<file path="src/design/ntwa_pkg.sv">
`default_nettype none
package ntwa_pkg;

  localparam int TABLE_ENTRIES = 8;
  localparam int TIME_BITS     = 32;
  localparam int TIMEOUT_BITS  = 32;
  localparam int ADDR_BITS     = 16;
  localparam int COUNT_BITS    = 4;

  localparam int IDX_W = (TABLE_ENTRIES > 1) ? $clog2(TABLE_ENTRIES) : 1;
  localparam int CNT_W = $clog2(TABLE_ENTRIES + 1);
  localparam int CMP_W = (TIME_BITS > TIMEOUT_BITS) ? TIME_BITS : TIMEOUT_BITS;

  localparam logic [TIMEOUT_BITS-1:0] TIMEOUT_RESET = TIMEOUT_BITS'(640);
  localparam logic [COUNT_BITS-1:0]   COUNT_MAX     = '1;

  localparam logic [1:0] KIND_HEARD = 2'd0;
  localparam logic [1:0] KIND_QUERY = 2'd1;
  localparam logic [1:0] KIND_TICK  = 2'd2;
  localparam logic [1:0] KIND_SWEEP = 2'd3;

  typedef struct packed {
    logic [1:0]           kind;
    logic [ADDR_BITS-1:0] address;
  } item_t;

  typedef struct packed {
    logic                  present;
    logic                  added;
    logic                  table_full;
    logic [COUNT_BITS-1:0] removed_count;
  } result_t;

  typedef struct packed {
    logic [ADDR_BITS-1:0] address;
    logic [TIME_BITS-1:0] heard_time;
  } entry_t;

  typedef struct packed {
    logic             wr_en;
    logic [IDX_W-1:0] wr_idx;
    logic             vld_en;
    logic [IDX_W-1:0] vld_idx;
    logic             vld_val;
  } store_ctl_t;

  typedef struct packed {
    logic match;
    logic expired;
  } cmp_t;

endpackage
`default_nettype wire

</file>
<file path="src/design/ntwa_store.sv">
`default_nettype none
module ntwa_store (
  input  wire logic                                   clk_i,
  input  wire logic                                   rst_ni,
  input  wire ntwa_pkg::store_ctl_t                   ctl_i,
  input  wire ntwa_pkg::entry_t                       wr_data_i,
  input  wire logic [ntwa_pkg::IDX_W-1:0]             rd_idx_i,
  output ntwa_pkg::entry_t                            rd_data_o,
  output logic [ntwa_pkg::TABLE_ENTRIES-1:0]          valid_o
);
  import ntwa_pkg::*;

  entry_t                   mem_q [TABLE_ENTRIES];
  entry_t                   rd_data_q;
  logic [TABLE_ENTRIES-1:0] valid_q;

  // entry storage, no reset
  always_ff @(posedge clk_i) begin
    if (ctl_i.wr_en) begin
      mem_q[ctl_i.wr_idx] <= wr_data_i;
    end
    rd_data_q <= mem_q[rd_idx_i];
  end

  always_ff @(posedge clk_i or negedge rst_ni) begin
    if (!rst_ni) begin
      valid_q <= '0;
    end else if (ctl_i.vld_en) begin
      valid_q[ctl_i.vld_idx] <= ctl_i.vld_val;
    end
  end

  assign rd_data_o = rd_data_q;
  assign valid_o   = valid_q;

endmodule
`default_nettype wire

</file>
<file path="src/design/ntwa_cmp.sv">
`default_nettype none
module ntwa_cmp (
  input  wire logic [ntwa_pkg::TIME_BITS-1:0]    time_now_i,
  input  wire logic [ntwa_pkg::TIMEOUT_BITS-1:0] timeout_i,
  input  wire logic [ntwa_pkg::ADDR_BITS-1:0]    addr_i,
  input  wire ntwa_pkg::entry_t                  entry_i,
  output ntwa_pkg::cmp_t                         cmp_o
);
  import ntwa_pkg::*;

  logic [TIME_BITS-1:0] age;

  // age wraps with the time counter
  assign age           = time_now_i - entry_i.heard_time;
  assign cmp_o.expired = CMP_W'(age) > CMP_W'(timeout_i);
  assign cmp_o.match   = (entry_i.address == addr_i);

endmodule
`default_nettype wire

</file>
<file path="src/design/neighbour_table_with_aging_top.sv">
`default_nettype none
// Neighbor table with timeout aging.
// Command channel: item_i (kind, address) is taken on a clock edge with start
// high and busy low. Kinds: heard, query, tick, sweep.
// Result channel: result_o is shown for exactly one cycle with done_o high;
// the receiver cannot stall it, so it must take the word in that cycle.
// Config channel: cfg_data_i is written to the timeout register when
// cfg_valid_i and cfg_ready_o are high; cfg_ready_o is always high. Write
// only while no command is in flight.
// Timing: a tick goes from acceptance through the finish state to its result.
// Heard, query and sweep walk the table one entry per cycle through one shared
// compare unit and a registered read port, then pass the finish state to the
// result; busy meanwhile. Next command may be taken in the cycle the result is
// shown.
// Reset: table empty, time counter zero, timeout 640, no result pending.
module neighbour_table_with_aging_top (
  input  wire logic                             clk_i,
  input  wire logic                             rst_ni,
  input  wire logic                             start,
  output logic                                  busy,
  input  wire ntwa_pkg::item_t                  item_i,
  output logic                                  done_o,
  output ntwa_pkg::result_t                     result_o,
  input  wire logic                             cfg_valid_i,
  output logic                                  cfg_ready_o,
  input  wire logic [ntwa_pkg::TIMEOUT_BITS-1:0] cfg_data_i
);
  import ntwa_pkg::*;

  localparam logic [1:0] ST_IDLE   = 2'd0;
  localparam logic [1:0] ST_WALK   = 2'd1;
  localparam logic [1:0] ST_FINISH = 2'd2;

  logic [1:0]              state_q, state_d;
  item_t                   item_q, item_d;
  logic [TIME_BITS-1:0]    time_now_q, time_now_d;
  logic [TIMEOUT_BITS-1:0] timeout_q;
  logic [CNT_W-1:0]        rd_cnt_q, rd_cnt_d;
  logic                    ev_vld_q, ev_vld_d;
  logic [IDX_W-1:0]        ev_idx_q, ev_idx_d;
  logic                    hit_q, hit_d;
  logic [IDX_W-1:0]        hit_idx_q, hit_idx_d;
  logic                    free_q, free_d;
  logic [IDX_W-1:0]        free_idx_q, free_idx_d;
  logic [COUNT_BITS-1:0]   rm_cnt_q, rm_cnt_d;
  logic                    done_q, done_d;
  result_t                 result_q, result_d;

  store_ctl_t               ctl;
  entry_t                   wr_data;
  entry_t                   rd_data;
  logic [IDX_W-1:0]         rd_idx;
  logic [TABLE_ENTRIES-1:0] valid;
  cmp_t                     cmp;
  logic                     ev_valid;

  ntwa_store u_store (
    .clk_i     (clk_i),
    .rst_ni    (rst_ni),
    .ctl_i     (ctl),
    .wr_data_i (wr_data),
    .rd_idx_i  (rd_idx),
    .rd_data_o (rd_data),
    .valid_o   (valid)
  );

  ntwa_cmp u_cmp (
    .time_now_i (time_now_q),
    .timeout_i  (timeout_q),
    .addr_i     (item_q.address),
    .entry_i    (rd_data),
    .cmp_o      (cmp)
  );

  assign rd_idx   = rd_cnt_q[IDX_W-1:0];
  assign ev_valid = valid[ev_idx_q];
  assign wr_data  = '{address: item_q.address, heard_time: time_now_q};

  always_comb begin
    state_d    = state_q;
    item_d     = item_q;
    time_now_d = time_now_q;
    rd_cnt_d   = rd_cnt_q;
    ev_vld_d   = 1'b0;
    ev_idx_d   = ev_idx_q;
    hit_d      = hit_q;
    hit_idx_d  = hit_idx_q;
    free_d     = free_q;
    free_idx_d = free_idx_q;
    rm_cnt_d   = rm_cnt_q;
    done_d     = 1'b0;
    result_d   = result_q;
    ctl        = '0;

    case (state_q)
      ST_IDLE: begin
        if (start) begin
          item_d   = item_i;
          rd_cnt_d = '0;
          hit_d    = 1'b0;
          free_d   = 1'b0;
          rm_cnt_d = '0;
          if (item_i.kind == KIND_TICK) begin
            time_now_d = time_now_q + TIME_BITS'(1);
            state_d    = ST_FINISH;
          end else begin
            state_d = ST_WALK;
          end
        end
      end
      ST_WALK: begin
        // read entry at rd_cnt, evaluate the one read last cycle
        if (rd_cnt_q != CNT_W'(TABLE_ENTRIES)) begin
          rd_cnt_d = rd_cnt_q + CNT_W'(1);
          ev_vld_d = 1'b1;
          ev_idx_d = rd_idx;
        end else if (!ev_vld_q) begin
          state_d = ST_FINISH;
        end
        if (ev_vld_q) begin
          if (ev_valid && cmp.match && !hit_q) begin
            hit_d     = 1'b1;
            hit_idx_d = ev_idx_q;
          end
          if (!ev_valid && !free_q) begin
            free_d     = 1'b1;
            free_idx_d = ev_idx_q;
          end
          if (item_q.kind == KIND_SWEEP && ev_valid && cmp.expired) begin
            ctl.vld_en  = 1'b1;
            ctl.vld_idx = ev_idx_q;
            ctl.vld_val = 1'b0;
            if (rm_cnt_q != COUNT_MAX) begin
              rm_cnt_d = rm_cnt_q + COUNT_BITS'(1);
            end
          end
        end
      end
      ST_FINISH: begin
        result_d = '0;
        case (item_q.kind)
          KIND_HEARD: begin
            if (hit_q) begin
              result_d.present = 1'b1;
              ctl.wr_en        = 1'b1;
              ctl.wr_idx       = hit_idx_q;
            end else if (free_q) begin
              result_d.added = 1'b1;
              ctl.wr_en      = 1'b1;
              ctl.wr_idx     = free_idx_q;
              ctl.vld_en     = 1'b1;
              ctl.vld_idx    = free_idx_q;
              ctl.vld_val    = 1'b1;
            end else begin
              result_d.table_full = 1'b1;
            end
          end
          KIND_QUERY: result_d.present       = hit_q;
          KIND_SWEEP: result_d.removed_count = rm_cnt_q;
          default:    result_d               = '0;
        endcase
        done_d  = 1'b1;
        state_d = ST_IDLE;
      end
      default: state_d = ST_IDLE;
    endcase
  end

  always_ff @(posedge clk_i or negedge rst_ni) begin
    if (!rst_ni) begin
      state_q    <= ST_IDLE;
      time_now_q <= '0;
      timeout_q  <= TIMEOUT_RESET;
      rd_cnt_q   <= '0;
      ev_vld_q   <= 1'b0;
      hit_q      <= 1'b0;
      free_q     <= 1'b0;
      rm_cnt_q   <= '0;
      done_q     <= 1'b0;
    end else begin
      state_q    <= state_d;
      time_now_q <= time_now_d;
      rd_cnt_q   <= rd_cnt_d;
      ev_vld_q   <= ev_vld_d;
      hit_q      <= hit_d;
      free_q     <= free_d;
      rm_cnt_q   <= rm_cnt_d;
      done_q     <= done_d;
      if (cfg_valid_i) begin
        timeout_q <= cfg_data_i;
      end
    end
  end

  always_ff @(posedge clk_i) begin
    item_q     <= item_d;
    ev_idx_q   <= ev_idx_d;
    hit_idx_q  <= hit_idx_d;
    free_idx_q <= free_idx_d;
    result_q   <= result_d;
  end

  assign busy        = (state_q != ST_IDLE);
  assign done_o      = done_q;
  assign result_o    = result_q;
  assign cfg_ready_o = 1'b1;

endmodule
`default_nettype wire

</file>
<file path="config.mk">
export PLATFORM = sky130hd
export DESIGN_NAME = neighbour_table_with_aging_top
export DESIGN_NICKNAME = d
export VERILOG_FILES = /design/src/design/ntwa_pkg.sv /design/src/design/ntwa_store.sv /design/src/design/ntwa_cmp.sv /design/src/design/neighbour_table_with_aging_top.sv
export SDC_FILE = /design/constraint.sdc
export NUM_CORES = 1
export LEC_CHECK = 0
export ABC_CLOCK_PERIOD_IN_PS = 8300
export BUFFER_PORTS_ARGS = -buffer_cell sky130_fd_sc_hd__buf_4
export CORE_AREA = 5 5 185 223
export DETAILED_ROUTE_END_ITERATION = 6
export DIE_AREA = 0 0 190 228
export GPL_TIMING_DRIVEN = 0
export PLACE_DENSITY = 0.76
export SKIP_CTS_REPAIR_TIMING = 1
export SLEW_MARGIN = 15
export SYNTH_ARGS = -nofsm -noshare
export SYNTH_HDL_FRONTEND = slang
export SYNTH_SLANG_ARGS = --single-unit
</file>
<file path="constraint.sdc">
create_clock -name clk_i -period 8.3 [get_ports clk_i]
set_input_delay 1.66 -clock clk_i [delete_from_list [all_inputs] [get_ports clk_i]]
set_output_delay 1.66 -clock clk_i [all_outputs]
set_load 0.02 [all_outputs]
</file>
======== Yosys cells after proc, flatten, opt, wreduce, memory -nomap -nowiden ========
Memories as Yosys holds them, arrays and structs flattened. A register that Yosys moved wholly into a read port is not among the register bits.
Index checks and enable logic that the tools add are counted.
word-level totals
  bits in writable memories ............... 384
  register bits ........................... 120
  memories ................................ 1
  bits in latches ......................... 0
  ROM bits ................................ 0
  output and inout port bits .............. 10
memory list
  name           words  bits a word  read ports  clocked after Yosys merged registers in  wr ports  line              text
  u_store.mem_q  8      48           1           1                                        1         ntwa_store.sv:13  entry_t mem_q [TABLE_ENTRIES];
operators by class
  bitwise logic cells ..................... 1
  add/subtract/negate cells ............... 4
  $mul .................................... 0
  shift-type cells ........................ 0
  eq/ne operators ......................... 17
  multiplexer cells ....................... 41
  magnitude comparators ................... 4
  reduce and logical (&&, ||, !) cells .... 24
  divide/modulo/power cells ............... 0
operators with widths
  cell                                                                           number
  32-bit by 1-bit adder with 32-bit output (second input constant)               1
  32-bit greater-than comparator                                                 1
  32-bit subtractor                                                              1
  4-bit 2-to-1 mux                                                               7
  9-bit 2-to-1 mux                                                               2
  2-bit inequality test (second input constant)                                  9
  16-bit equality test                                                           1
  4-bit case mux with 2 select lines                                             2
  1-bit 2-to-1 mux                                                               15
  5-bit 2-to-1 mux                                                               3
  3-bit AND reduction                                                            5
  5-bit case mux with 2 select lines                                             1
  4-bit by 1-bit adder with 4-bit output (second input constant)                 2
  8-bit bitwise mux                                                              1
  3-bit by 4-bit less-than comparator with 1-bit output (second input constant)  2
  2-bit 2-to-1 mux                                                               4
  4-bit inequality test (second input constant)                                  2
  4-bit AND reduction                                                            2
  2-bit equality test (second input constant)                                    3
  1-bit logical AND                                                              6
  1-bit case mux with 2 select lines                                             3
  5-bit AND reduction                                                            1
  2-bit by 1-bit equality test with 1-bit output (second input constant)         2
  2-bit logical NOT                                                              2
  9 further kinds                                                                13

======== Logic depth before layout (Yosys ltp) ========
Gate-level depths: netlist of run 1.
  word-level depth ........................ 12
  depth in mapped cells ................... 23

======== Hierarchy ========
A second synthesis of run 1 with hierarchy kept.
second synthesis, totals
  cell total of the unflattened synthesis .. 1410
  area, all modules ....................... 23560.1 um2
modules (own cells, without submodules)
  module                          sequential area each (um2)  area each (um2)  cells an instance  instances
  ntwa_store                      12692.2                     15981.6          640                1
  neighbour_table_with_aging_top  2975.4                      4728.3           361                1
  ntwa_cmp                        0.0                         2850.2           409                1

======== Worst setup path after synthesis of run 1 ========
Ideal clock, no wire load.
  path kind ............................... flip-flop to flip-flop
  start point ............................. register time_now_q[0]
  end point ............................... register u_store.valid_q[0], in the netlist u_store.valid_o[0]
  required time ........................... 8.175 ns
  stages on the path, launching flop included .. 24
  period minus slack after synthesis ...... 4.382 ns
  library setup time ...................... 0.125 ns
  setup slack ............................. 3.918 ns
  arrival ................................. 4.257 ns
  cells stage by stage .................... dfrtp_1 > inv_1 > ha_1 > inv_1 > fa_1 > a21oi_1 > nor2_1 > nand3b_1 > a31o_2 > a21oi_1 > o21a_1 > o21bai_1 > a21oi_1 > xnor2_1 > ha_1 > nand4_1 > nor2_1 > and3_1 > a31oi_1 > and3_4 > nand4b_1 > o21ai_1 > a21boi_0 > mux2_2
between the ends
  cells in the longest elaborated chain, start to end .. 11
ends and longest elaborated chain
  item                                                                                                                                           line                                   text
  from (decl)                                                                                                                                    neighbour_table_with_aging_top.sv:36   logic [TIME_BITS-1:0] time_now_q, time_now_d;
  from (signal assigned)                                                                                                                         neighbour_table_with_aging_top.sv:182  time_now_q <= time_now_d;
  32-bit subtractor (*)                                                                                                                          ntwa_cmp.sv:14                         assign age = time_now_i - entry_i.heard_time;
  32-bit greater-than comparator (*)                                                                                                             ntwa_cmp.sv:15                         assign cmp_o.expired = CMP_W'(age) > CMP_W'(timeout_i);
  1-bit logical AND (*)                                                                                                                          neighbour_table_with_aging_top.sv:129  if (item_q.kind == KIND_SWEEP && ev_valid && cmp.expired) begin
  5-bit 2-to-1 mux (*)                                                                                                                           neighbour_table_with_aging_top.sv:129
  5-bit 2-to-1 mux (*)                                                                                                                           neighbour_table_with_aging_top.sv:120  if (ev_vld_q) begin
  5-bit case mux with 2 select lines (*)                                                                                                         neighbour_table_with_aging_top.sv:95   case (state_q)
  3-bit by 4-bit less-than comparator with 1-bit output (implied by the code) or 3-bit by 1-bit >= comparator with 1-bit output (tied branches)  ntwa_store.sv:29                       valid_q[ctl_i.vld_idx] <= ctl_i.vld_val;
  1-bit logical AND (implied by the code)                                                                                                        ntwa_store.sv:29
  1-bit 2-to-1 mux (implied by the code)                                                                                                         ntwa_store.sv:29
  1-bit demux with 3-bit select                                                                                                                  n/a
  8-bit bitwise mux                                                                                                                              ntwa_store.sv:29
  to (signal, indexed assignment)                                                                                                                ntwa_store.sv:29
  to (decl)                                                                                                                                      ntwa_store.sv:15                       logic [TABLE_ENTRIES-1:0] valid_q;
Every way passes the cells marked *; elsewhere a longest branch is shown, timed or not.
A chain may end at the register's enable or synchronous reset.

======== Final worst setup path of run 1 ========
  start point ............................. register time_now_q[0]
  end point ............................... register u_store.valid_q[1], in the netlist u_store.valid_o[1]
The elaborated chain is that of the path after synthesis.

==> flow_summary.ini, run 1 <==
[detailed_routing]
avgViaCountPerCell = 5.82
num_vias = 12800
detail_route.first_pass.iterations = 5
dr.first_iter.drc_count = 927
remaining_drcs = 0
drt-total-wl_mm = 47.3
routed_wire_length_per_instance_um = 21.5
drtAntennaViolNets = 0

[grt]
pin_count_of_the_biggest_net_entering_global_routing = 87
total_congestion_overflow = 0
grt_antenna_before_repair = 0
groute.usage.overall_pct = 22.0
first_pass_grt_wire_length_mm = 74.1
first_global_vias = 13000

[timing]
fin_tns_setup_ns = 0
period_share_pct = 69.9
final.setup_skew_ns = 0.0171
final_max_slew_viol_count = 0
rsz0062_at_grt = no
achievable-frequency_ghz = 0.172
finalWorstPathRequiredPeriod_ns = 5.81
slew-limit-headroom_pct = 32.6
finalSetupViolations = 0
hold_viol = 0
worst-slew-pin-transition_ns = 1.01

[floorplanning]
core_region_area_um2 = 38600
fp.dieH_um = 228
die_width_um = 190
core.rowCount = 79
die_area_um2 = 43300
initial_utilization_pct = 59.4
floorplan.io_pins = 64

[finish]
area.sequential_um2 = 15700
diodes = 0
multiInputGateArea_um2 = 6840
design.final.nets = 1757
finalCoreUtilization_pct = 67.9
area_growth_from_synthesis_to_layout_pct = 14.2
post_route_cells_drive_above_1_share_pct = 17.4
layoutNonFillerInstCount = 2202
fillCellCount = 2553

[cts]
clock_buffer_count_from_cts = 52
cts-root-buf = sky130_fd_sc_hd__clkbuf_16
total_clock_sinks = 552
tritoncts = done
h-tree-depth = 2
ctsLongestPathBuffers = 3
worst_skew_pair.late_latency_ns = 0.59
clk_pin_slew_ns = 0.06

[status]
outcome = complete, no violations

[worst_setup_path]
rrSetupSlack_ns = 2.49
worstPathRequired_ns = 8.77
cp_slowest_cell = sky130_fd_sc_hd__nor4bb_1
regToRegStartpoint = time_now_q[0]
reg2reg_depth = 21
critical_path.max_fanout = 12
crit_top_cell = sky130_fd_sc_hd__nor2_1
critical_path.cell_chain = inv_1, ha_1, inv_1, fa_1, a21oi_1, nor2_1, nand3b_1, nor4bb_1, o21bai_1, o21bai_1, a21oi_1, xnor2_1, ha_1, nand4_1, nor2_1, o211ai_1, a31oi_1, nor2_1, o21ai_1, a21boi_0, mux2_2
end_kind = flip-flop
timing.setup.critical_path_class = flip-flop to flip-flop
critPathArrivalTime_ns = 6.28
worstSetupStartpointType = flip-flop
largest_incremental_delay_on_the_critical_path_ns = 0.74
crit-reg2reg-capture = u_store.valid_o[1]

[placement]
hpwl_mm = 30.6
number_of_cells_after_detailed_placement = 2104
place.port_buffers = 61
place_congestion = 0.866

[yosys]
synth_cells = 1501
ys_async_rst_share_pct = 15.6
synth_simple_gate_area_share_pct = 7.64
synth.distinct_cells = 70
synth_warnings = 0
synth_top_family_by_area = multiplexers
ys_ff_latch = 552
synth_fp_nets = 1626
synth_ff_type = sky130_fd_sc_hd__edfxtp_1
edff_count_synth = 418
synth_adder_area_share_pct = 3.90
synth-compound-area-share_pct = 4.81
post_synth_instance_area_um2 = 23000
synth-xor-area-share_pct = 2.90
synth_sequential_area_ratio_pct = 68.2
postSynthAreaPerCell_um2 = 15.3
synth_mux_area_share_pct = 10.3

[worst_hold_path]
worst_hold_path.endpoint = ev_idx_q[2]
hold_startpoint = rd_cnt_q[2]
hold-path-cell-count = 0
hold_path.class = flip-flop to flip-flop

[power_and_ir_drop]
switching_share_pct = 26.8
switching_power_uw = 1860
p_int_uw = 5060
power_density_nw_per_um2 = 264
power.static_leakage_uw = 0.00953
sequentialPowerShare_pct = 47.6
peakVddDrop_v = 0.000172
power.share.combinational_pct = 19.1
power.clock.fraction_pct = 33.3

[run]
max-cap-violations = 0
layout by cell type (no fill, tap or decap), types with 34 or more instances in the layout:
cell type / n
sky130_fd_sc_hd__mux4_2: 96
sky130_fd_sc_hd__a21oi_1: 38
sky130_fd_sc_hd__clkbuf_16: 52
sky130_fd_sc_hd__buf_4: 63
sky130_fd_sc_hd__nand2_1: 219
sky130_fd_sc_hd__ha_1: 70
sky130_fd_sc_hd__nand3_1: 34
sky130_fd_sc_hd__clkbuf_1: 49
sky130_fd_sc_hd__inv_1: 86
sky130_fd_sc_hd__xnor2_1: 49
sky130_fd_sc_hd__dfrtp_1: 84
sky130_fd_sc_hd__edfxtp_1: 418
sky130_fd_sc_hd__nor2_1: 40
sky130_fd_sc_hd__o21ai_0: 66
sky130_fd_sc_hd__dfxtp_1: 48
power by group through the flow:
stage	Sequential, µW	Combinational (µW)	Clock, µW
floorplan	3310	971	0
global placement	3340	1280	0
detailed placement	3350	1320	0
CTS	3290	1340	2350
global route	3310	1480	2470
finish	3290	1320	2310
cell families (layout without fill, tap and decap cells):
group                    Yosys count  count (layout)
AO/OA/AOI/OAI                    176             176
buffers and inverters            134             309
adder cells (fa/ha/maj)           71              71
AND/OR/NAND/NOR                  380             380
XOR/XNOR                          76              76
other                              1               1
multiplexers                     111             111
flip-flops                       552             552
synthesized netlist by cell type, types with 8 or more instances:
cell                       number  area share (%)
sky130_fd_sc_hd__mux2_2        10            0.49
sky130_fd_sc_hd__clkbuf_1      30            0.49
sky130_fd_sc_hd__mux4_2        96             9.4
sky130_fd_sc_hd__edfxtp_1     418              55
sky130_fd_sc_hd__o21a_1        10            0.33
sky130_fd_sc_hd__nand4_1       14            0.38
sky130_fd_sc_hd__nor2_1        48            0.78
sky130_fd_sc_hd__xor2_1        27             1.0
sky130_fd_sc_hd__dfxtp_1       48             4.2
sky130_fd_sc_hd__ha_1          70             3.8
sky130_fd_sc_hd__a21o_1        17            0.56
sky130_fd_sc_hd__xnor2_1       49             1.9
sky130_fd_sc_hd__o21ai_0       66             1.4
sky130_fd_sc_hd__inv_1         86             1.4
sky130_fd_sc_hd__dfrtp_1       84             9.1
sky130_fd_sc_hd__nand2_1      219             3.6
sky130_fd_sc_hd__buf_2          8            0.17
sky130_fd_sc_hd__nor2b_1       10            0.27
sky130_fd_sc_hd__nand3_1       34            0.74
sky130_fd_sc_hd__and3_1        16            0.44
sky130_fd_sc_hd__a21oi_1       38            0.83
routing by layer:
layer | up-vias | share of wire, % | track usage, %
met3 | 72 | 6.4 | 3.16
li1 | 5857 | - | -
met5 | - | 0 | 0
met4 | 0 | 2.1 | 5.81
met1 | 6439 | 41 | 30.6
met2 | 444 | 51 | 37.1
stage by stage:
step	total power [µW]	worst slack (ns)	hold WS (ns)	area [µm²]
final	6920	2.49	0.458	26200
after global routing	7260	2.12	0.467	26200
after CTS	6980	2.48	0.455	26200
after detailed placement	4670	2.54	0.441	24600
after global placement	4610	2.49	0.436	24100
after floorplan	4280	3.92	0.423	23000
worst max-delay path, delay by kind of cell, from the launching register on:
family          cells  cell delay [ns]
buf+inv             2             0.25
fa+ha+maj           3             0.74
simple gates        6             1.57
mux                 1             0.36
compound gates      8             2.03
flops               1             0.61
xor+xnor            1             0.14
state kept, by name, indices dropped and copies added, names as in the netlist:
register and cells:
done_o 1, ev_idx_q 3, ev_vld_q 1, free_idx_q 3, free_q 1, hit_idx_q 3
hit_q 1, item_q 18, rd_cnt_q 4, result_o 7, rm_cnt_q 4, state_q 2
time_now_q 32, timeout_q 32, u_store.mem_q 384, u_store.rd_data_o 48, u_store.valid_o 8
layout make-up:
type | count | share of cell area (%)
repair buffers | 77 | 3.35
well taps | 526 | 2.51
multi-input cells | 815 | 26.1
flip-flops and latches | 552 | 59.7
plain buffers | 47 | 0.754
inverters | 87 | 1.24
clock inverters | 24 | 0.940
clock buffers | 74 | 5.39
worst max path at each step:
stage	start	end	slack, ns
after floorplan	time_now_q[0]	u_store.valid_o[0]	3.92
after CTS	time_now_q[0]	u_store.valid_o[1]	2.48
after global routing	time_now_q[0]	u_store.valid_o[1]	2.12
final	time_now_q[0]	u_store.valid_o[1]	2.49
after global placement	state_q[0]	u_store.mem_q[7][33]	2.49
after detailed placement	time_now_q[0]	u_store.valid_o[1]	2.54
No activity file was read; power rests on OpenSTA's default activity.
==> run 2, diff against run 1 <==
- ABC_AREA: not set -> 1
- ABC_CLOCK_PERIOD_IN_PS: 8300 -> 5100
- CORE_AREA: 5 5 185 223 -> 5 5 194 233
- DIE_AREA: 0 0 190 228 -> 0 0 199 238
- PLACE_DENSITY: 0.76 -> 0.75
- clock period: 8.3 -> 5.1 ns (I/O delays scaled with it)
==> run 2 against run 1 <==
Against the previous run:
- register-to-register slack worse by 2.1 ns
- critical path depth stayed put
- routed wire length is 19% higher
- first-iteration DRC count is 46% higher
- worst setup slack worse by 2.1 ns
- clock skew is 0.0017 ns higher
- largest cell class unchanged
- sequential share of layout area is 1.5 points lower
- global-route usage rose by 1.8 points
- clock-buffer cell count is 4 higher
- critical endpoint is now u_store.valid_o[7]
- fmax rose by 23%
==> flow_summary.ini, run 2 <==
[status]
outcome = complete, no violations

[power_and_ir_drop]
sequentialPowerShare_pct = 41.3
switching_share_pct = 33.7
switching_power_uw = 4540
power.static_leakage_uw = 0.0102
power.total_uw = 13500
power.share.combinational_pct = 28.4
p_int_uw = 8920
peakVddDrop_v = 0.000395
power_density_nw_per_um2 = 500
power.clock.fraction_pct = 30.3

[placement]
hpwl_mm = 38.7
place_congestion = 0.913
number_of_cells_after_detailed_placement = 2747
place.port_buffers = 61

[worst_setup_path]
worstPathRequired_ns = 5.58
cpLargestDelayFamily = simple AND/OR/NAND/NOR gates
crit-reg2reg-capture = u_store.valid_o[7]
critical_path.cell_chain = ha_1, nand3_1, nand2_1, a21oi_1, o21bai_1, a21boi_0, o21ai_0, a21oi_1, xnor2_1, ha_1, nand2_1, nor3_1, nand3_1, nor2_2, nor2_1, nand4_1, nand2_1, nand2_1, inv_1, nand3_1, nand2_1
crit_top_cell = sky130_fd_sc_hd__nand2_1
timing.setup.critical_path_class = flip-flop to flip-flop
largest_incremental_delay_on_the_critical_path_ns = 0.60
worst_setup_sp = time_now_q[1]
rrSetupSlack_ns = 0.38
endpoint = u_store.valid_o[7]
crit_cells = 21
end_kind = flip-flop
worstSetupStartpointType = flip-flop
regToRegStartpoint = time_now_q[1]
critical_path.max_fanout = 13
reg2reg_depth = 21
critical_path.n_buffers_inverters = 1
critPathArrivalTime_ns = 5.21
cp_slowest_cell = sky130_fd_sc_hd__dfrtp_1

[timing]
slew-limit-headroom_pct = 41.0
finalWorstPathRequiredPeriod_ns = 4.72
final_max_slew_viol_count = 0
hold_viol = 0
finalSetupViolations = 0
achievable-frequency_ghz = 0.212
worst-slew-pin-transition_ns = 0.882
final.setup_skew_ns = 0.0188
period_share_pct = 92.6
hold_ws_ns = 0.468

[yosys]
yosysTopAreaCellShare_pct = 53.3
synth_commonest_cells = sky130_fd_sc_hd__edfxtp_1 (418), sky130_fd_sc_hd__nor2_1 (417), sky130_fd_sc_hd__o21ai_0 (255), sky130_fd_sc_hd__nand2_1 (214), sky130_fd_sc_hd__inv_1 (155)
synth.largest_area_cell = sky130_fd_sc_hd__edfxtp_1
synth_ff_type = sky130_fd_sc_hd__edfxtp_1
top_count_cell_post_synth = sky130_fd_sc_hd__edfxtp_1
synth.distinct_cells = 49
post_synth_instance_area_um2 = 23600
synth_warnings = 0
ys_async_rst_share_pct = 15.6
postSynthAreaPerCell_um2 = 11.1
synth_fp_nets = 2244
ys_top_cells_by_area = sky130_fd_sc_hd__edfxtp_1 (53%), sky130_fd_sc_hd__dfrtp_1 (8.9%), sky130_fd_sc_hd__nor2_1 (6.6%)
edff_count_synth = 418
synth_sequential_area_ratio_pct = 66.5
ys_ff_latch = 552
synth_cells = 2119

[detailed_routing]
dr.first_iter.drc_count = 1351
detail_route.first_pass.iterations = 5
drtAntennaViolNets = 0
num_vias = 16400
avgViaCountPerCell = 5.74
remaining_drcs = 0
drt-total-wl_mm = 56.3
routed_wire_length_per_instance_um = 19.8

[cts]
worst_skew_pair.late_latency_ns = 0.61
cts-root-buf = sky130_fd_sc_hd__clkbuf_16
clk_pin_slew_ns = 0.06
total_clock_sinks = 552
ctsLongestPathBuffers = 3
clock_buffer_count_from_cts = 54
h-tree-depth = 2
tritoncts = done

[grt]
total_congestion_overflow = 0
pin_count_of_the_biggest_net_entering_global_routing = 87
first_global_vias = 16600
first_pass_grt_wire_length_mm = 88.8
grt_antenna_before_repair = 0
groute.usage.overall_pct = 23.8

[finish]
largest_register_ffs = 384
mostFrequentLayoutCell = sky130_fd_sc_hd__edfxtp_1
design.final.nets = 2376
finalCoreUtilization_pct = 63.2
largest-register = u_store.mem_q
post_route_cells_drive_above_1_share_pct = 8.93
area_growth_from_synthesis_to_layout_pct = 14.2
commonest_cells_after_routing_fill_and_taps_aside = sky130_fd_sc_hd__edfxtp_1 (418), sky130_fd_sc_hd__nor2_1 (408), sky130_fd_sc_hd__o21ai_0 (254), sky130_fd_sc_hd__nand2_1 (213), sky130_fd_sc_hd__inv_1 (155)
layoutNonFillerInstCount = 2848
diodes = 0

[floorplanning]
floorplan.io_pins = 64
fp.dieH_um = 238
core.rowCount = 83
die_width_um = 199
die_area_um2 = 47400
core_region_area_um2 = 42600
initial_utilization_pct = 55.4

[run]
max-cap-violations = 0

[worst_hold_path]
hold_path.class = input port to asynchronous set/reset pin
## run 2: changes by cell type after synthesis, moves of 18 or more
cell and delta:
sky130_fd_sc_hd__nor3_1 +18, sky130_fd_sc_hd__inv_1 +69, sky130_fd_sc_hd__o22ai_1 +46, sky130_fd_sc_hd__xnor2_1 -31
sky130_fd_sc_hd__nor2_1 +369, sky130_fd_sc_hd__a21oi_1 +22, sky130_fd_sc_hd__clkbuf_1 +44, sky130_fd_sc_hd__o21ai_0 +189
sky130_fd_sc_hd__mux4_2 -96, sky130_fd_sc_hd__a31oi_1 +45
## run 2: metrics by stage
| stage | area, µm² | TNS [ns] | setup WS, ns |
|---|---|---|---|
| after floorplan | 23600 | 0 | 0.759 |
| after global placement | 24700 | -154.78 | -1.27 |
| after detailed placement | 25100 | -0.142 | -0.0370 |
| after CTS | 26900 | -0.355 | -0.0793 |
| after global routing | 26900 | -0.270 | -0.0709 |
| final | 26900 | 0 | 0.375 |
## run 2: power by group through the flow
stage	clock network (µW)	logic, µW	registers [µW]
global placement	0	3620	5630
floorplan	0	2540	5550
finish	4070	3830	5550
CTS	4120	3820	5550
global route	4310	4300	5590
detailed placement	0	3780	5630
## run 2: worst register-to-register path, stage by stage (launching register included)
cell and delay, ns:
sky130_fd_sc_hd__dfrtp_1 0.60, sky130_fd_sc_hd__ha_1 0.40, sky130_fd_sc_hd__nand3_1 0.07, sky130_fd_sc_hd__nand2_1 0.10
sky130_fd_sc_hd__a21oi_1 0.14, sky130_fd_sc_hd__o21bai_1 0.44, sky130_fd_sc_hd__a21boi_0 0.24, sky130_fd_sc_hd__o21ai_0 0.39
sky130_fd_sc_hd__a21oi_1 0.15, sky130_fd_sc_hd__xnor2_1 0.15, sky130_fd_sc_hd__ha_1 0.29, sky130_fd_sc_hd__nand2_1 0.10
sky130_fd_sc_hd__nor3_1 0.20, sky130_fd_sc_hd__nand3_1 0.12, sky130_fd_sc_hd__nor2_2 0.33, sky130_fd_sc_hd__nor2_1 0.18
sky130_fd_sc_hd__nand4_1 0.13, sky130_fd_sc_hd__nand2_1 0.08, sky130_fd_sc_hd__nand2_1 0.17, sky130_fd_sc_hd__inv_1 0.16
sky130_fd_sc_hd__nand3_1 0.11, sky130_fd_sc_hd__nand2_1 0.05
## run 2: final cells by class
class / count / area (µm²)
Fill cell: 3194 / 15700
Tap cell: 552 / 691
Clock inverter: 23 / 269
Buffer: 84 / 320
Clock buffer: 78 / 1560
Multi-Input combinational cell: 1326 / 7070
Sequential cell: 552 / 15700
Timing Repair Buffer: 76 / 757
Inverter: 157 / 589
## run 2: kinds of logic (layout without fill, tap and decap cells)
logic type | after synthesis | after routing | synth area share [%]
multiplexers | 2 | 2 | 0.0956
XOR/XNOR | 64 | 64 | 2.44
AO/OA/AOI/OAI | 437 | 437 | 10.1
buffers and inverters | 241 | 418 | 3.86
AND/OR/NAND/NOR | 751 | 751 | 13.2
flip-flops | 552 | 552 | 66.5
adder cells (fa/ha/maj) | 71 | 71 | 3.80
other | 1 | 1 | 0.0159
## run 2: worst min-delay path by stage
stage / end / slack (ns) / cells after the start
floorplan: u_store.valid_o[2] / 0.44 / 2
global placement: u_store.valid_o[5] / 0.45 / 2
detailed placement: u_store.valid_o[1] / 0.47 / 2
CTS: u_store.valid_o[4] / 0.48 / 2
global route: u_store.valid_o[4] / 0.50 / 2
finish: timeout_q[5] / 0.47 / 1
## run 2: layer usage
| metal | share of wire [%] | GRT usage, % |
|---|---|---|
| met5 | 0 | 0 |
| met4 | 3.5 | 9.33 |
| met3 | 6.3 | 3.15 |
| met2 | 51 | 41.6 |
| met1 | 39 | 30.3 |
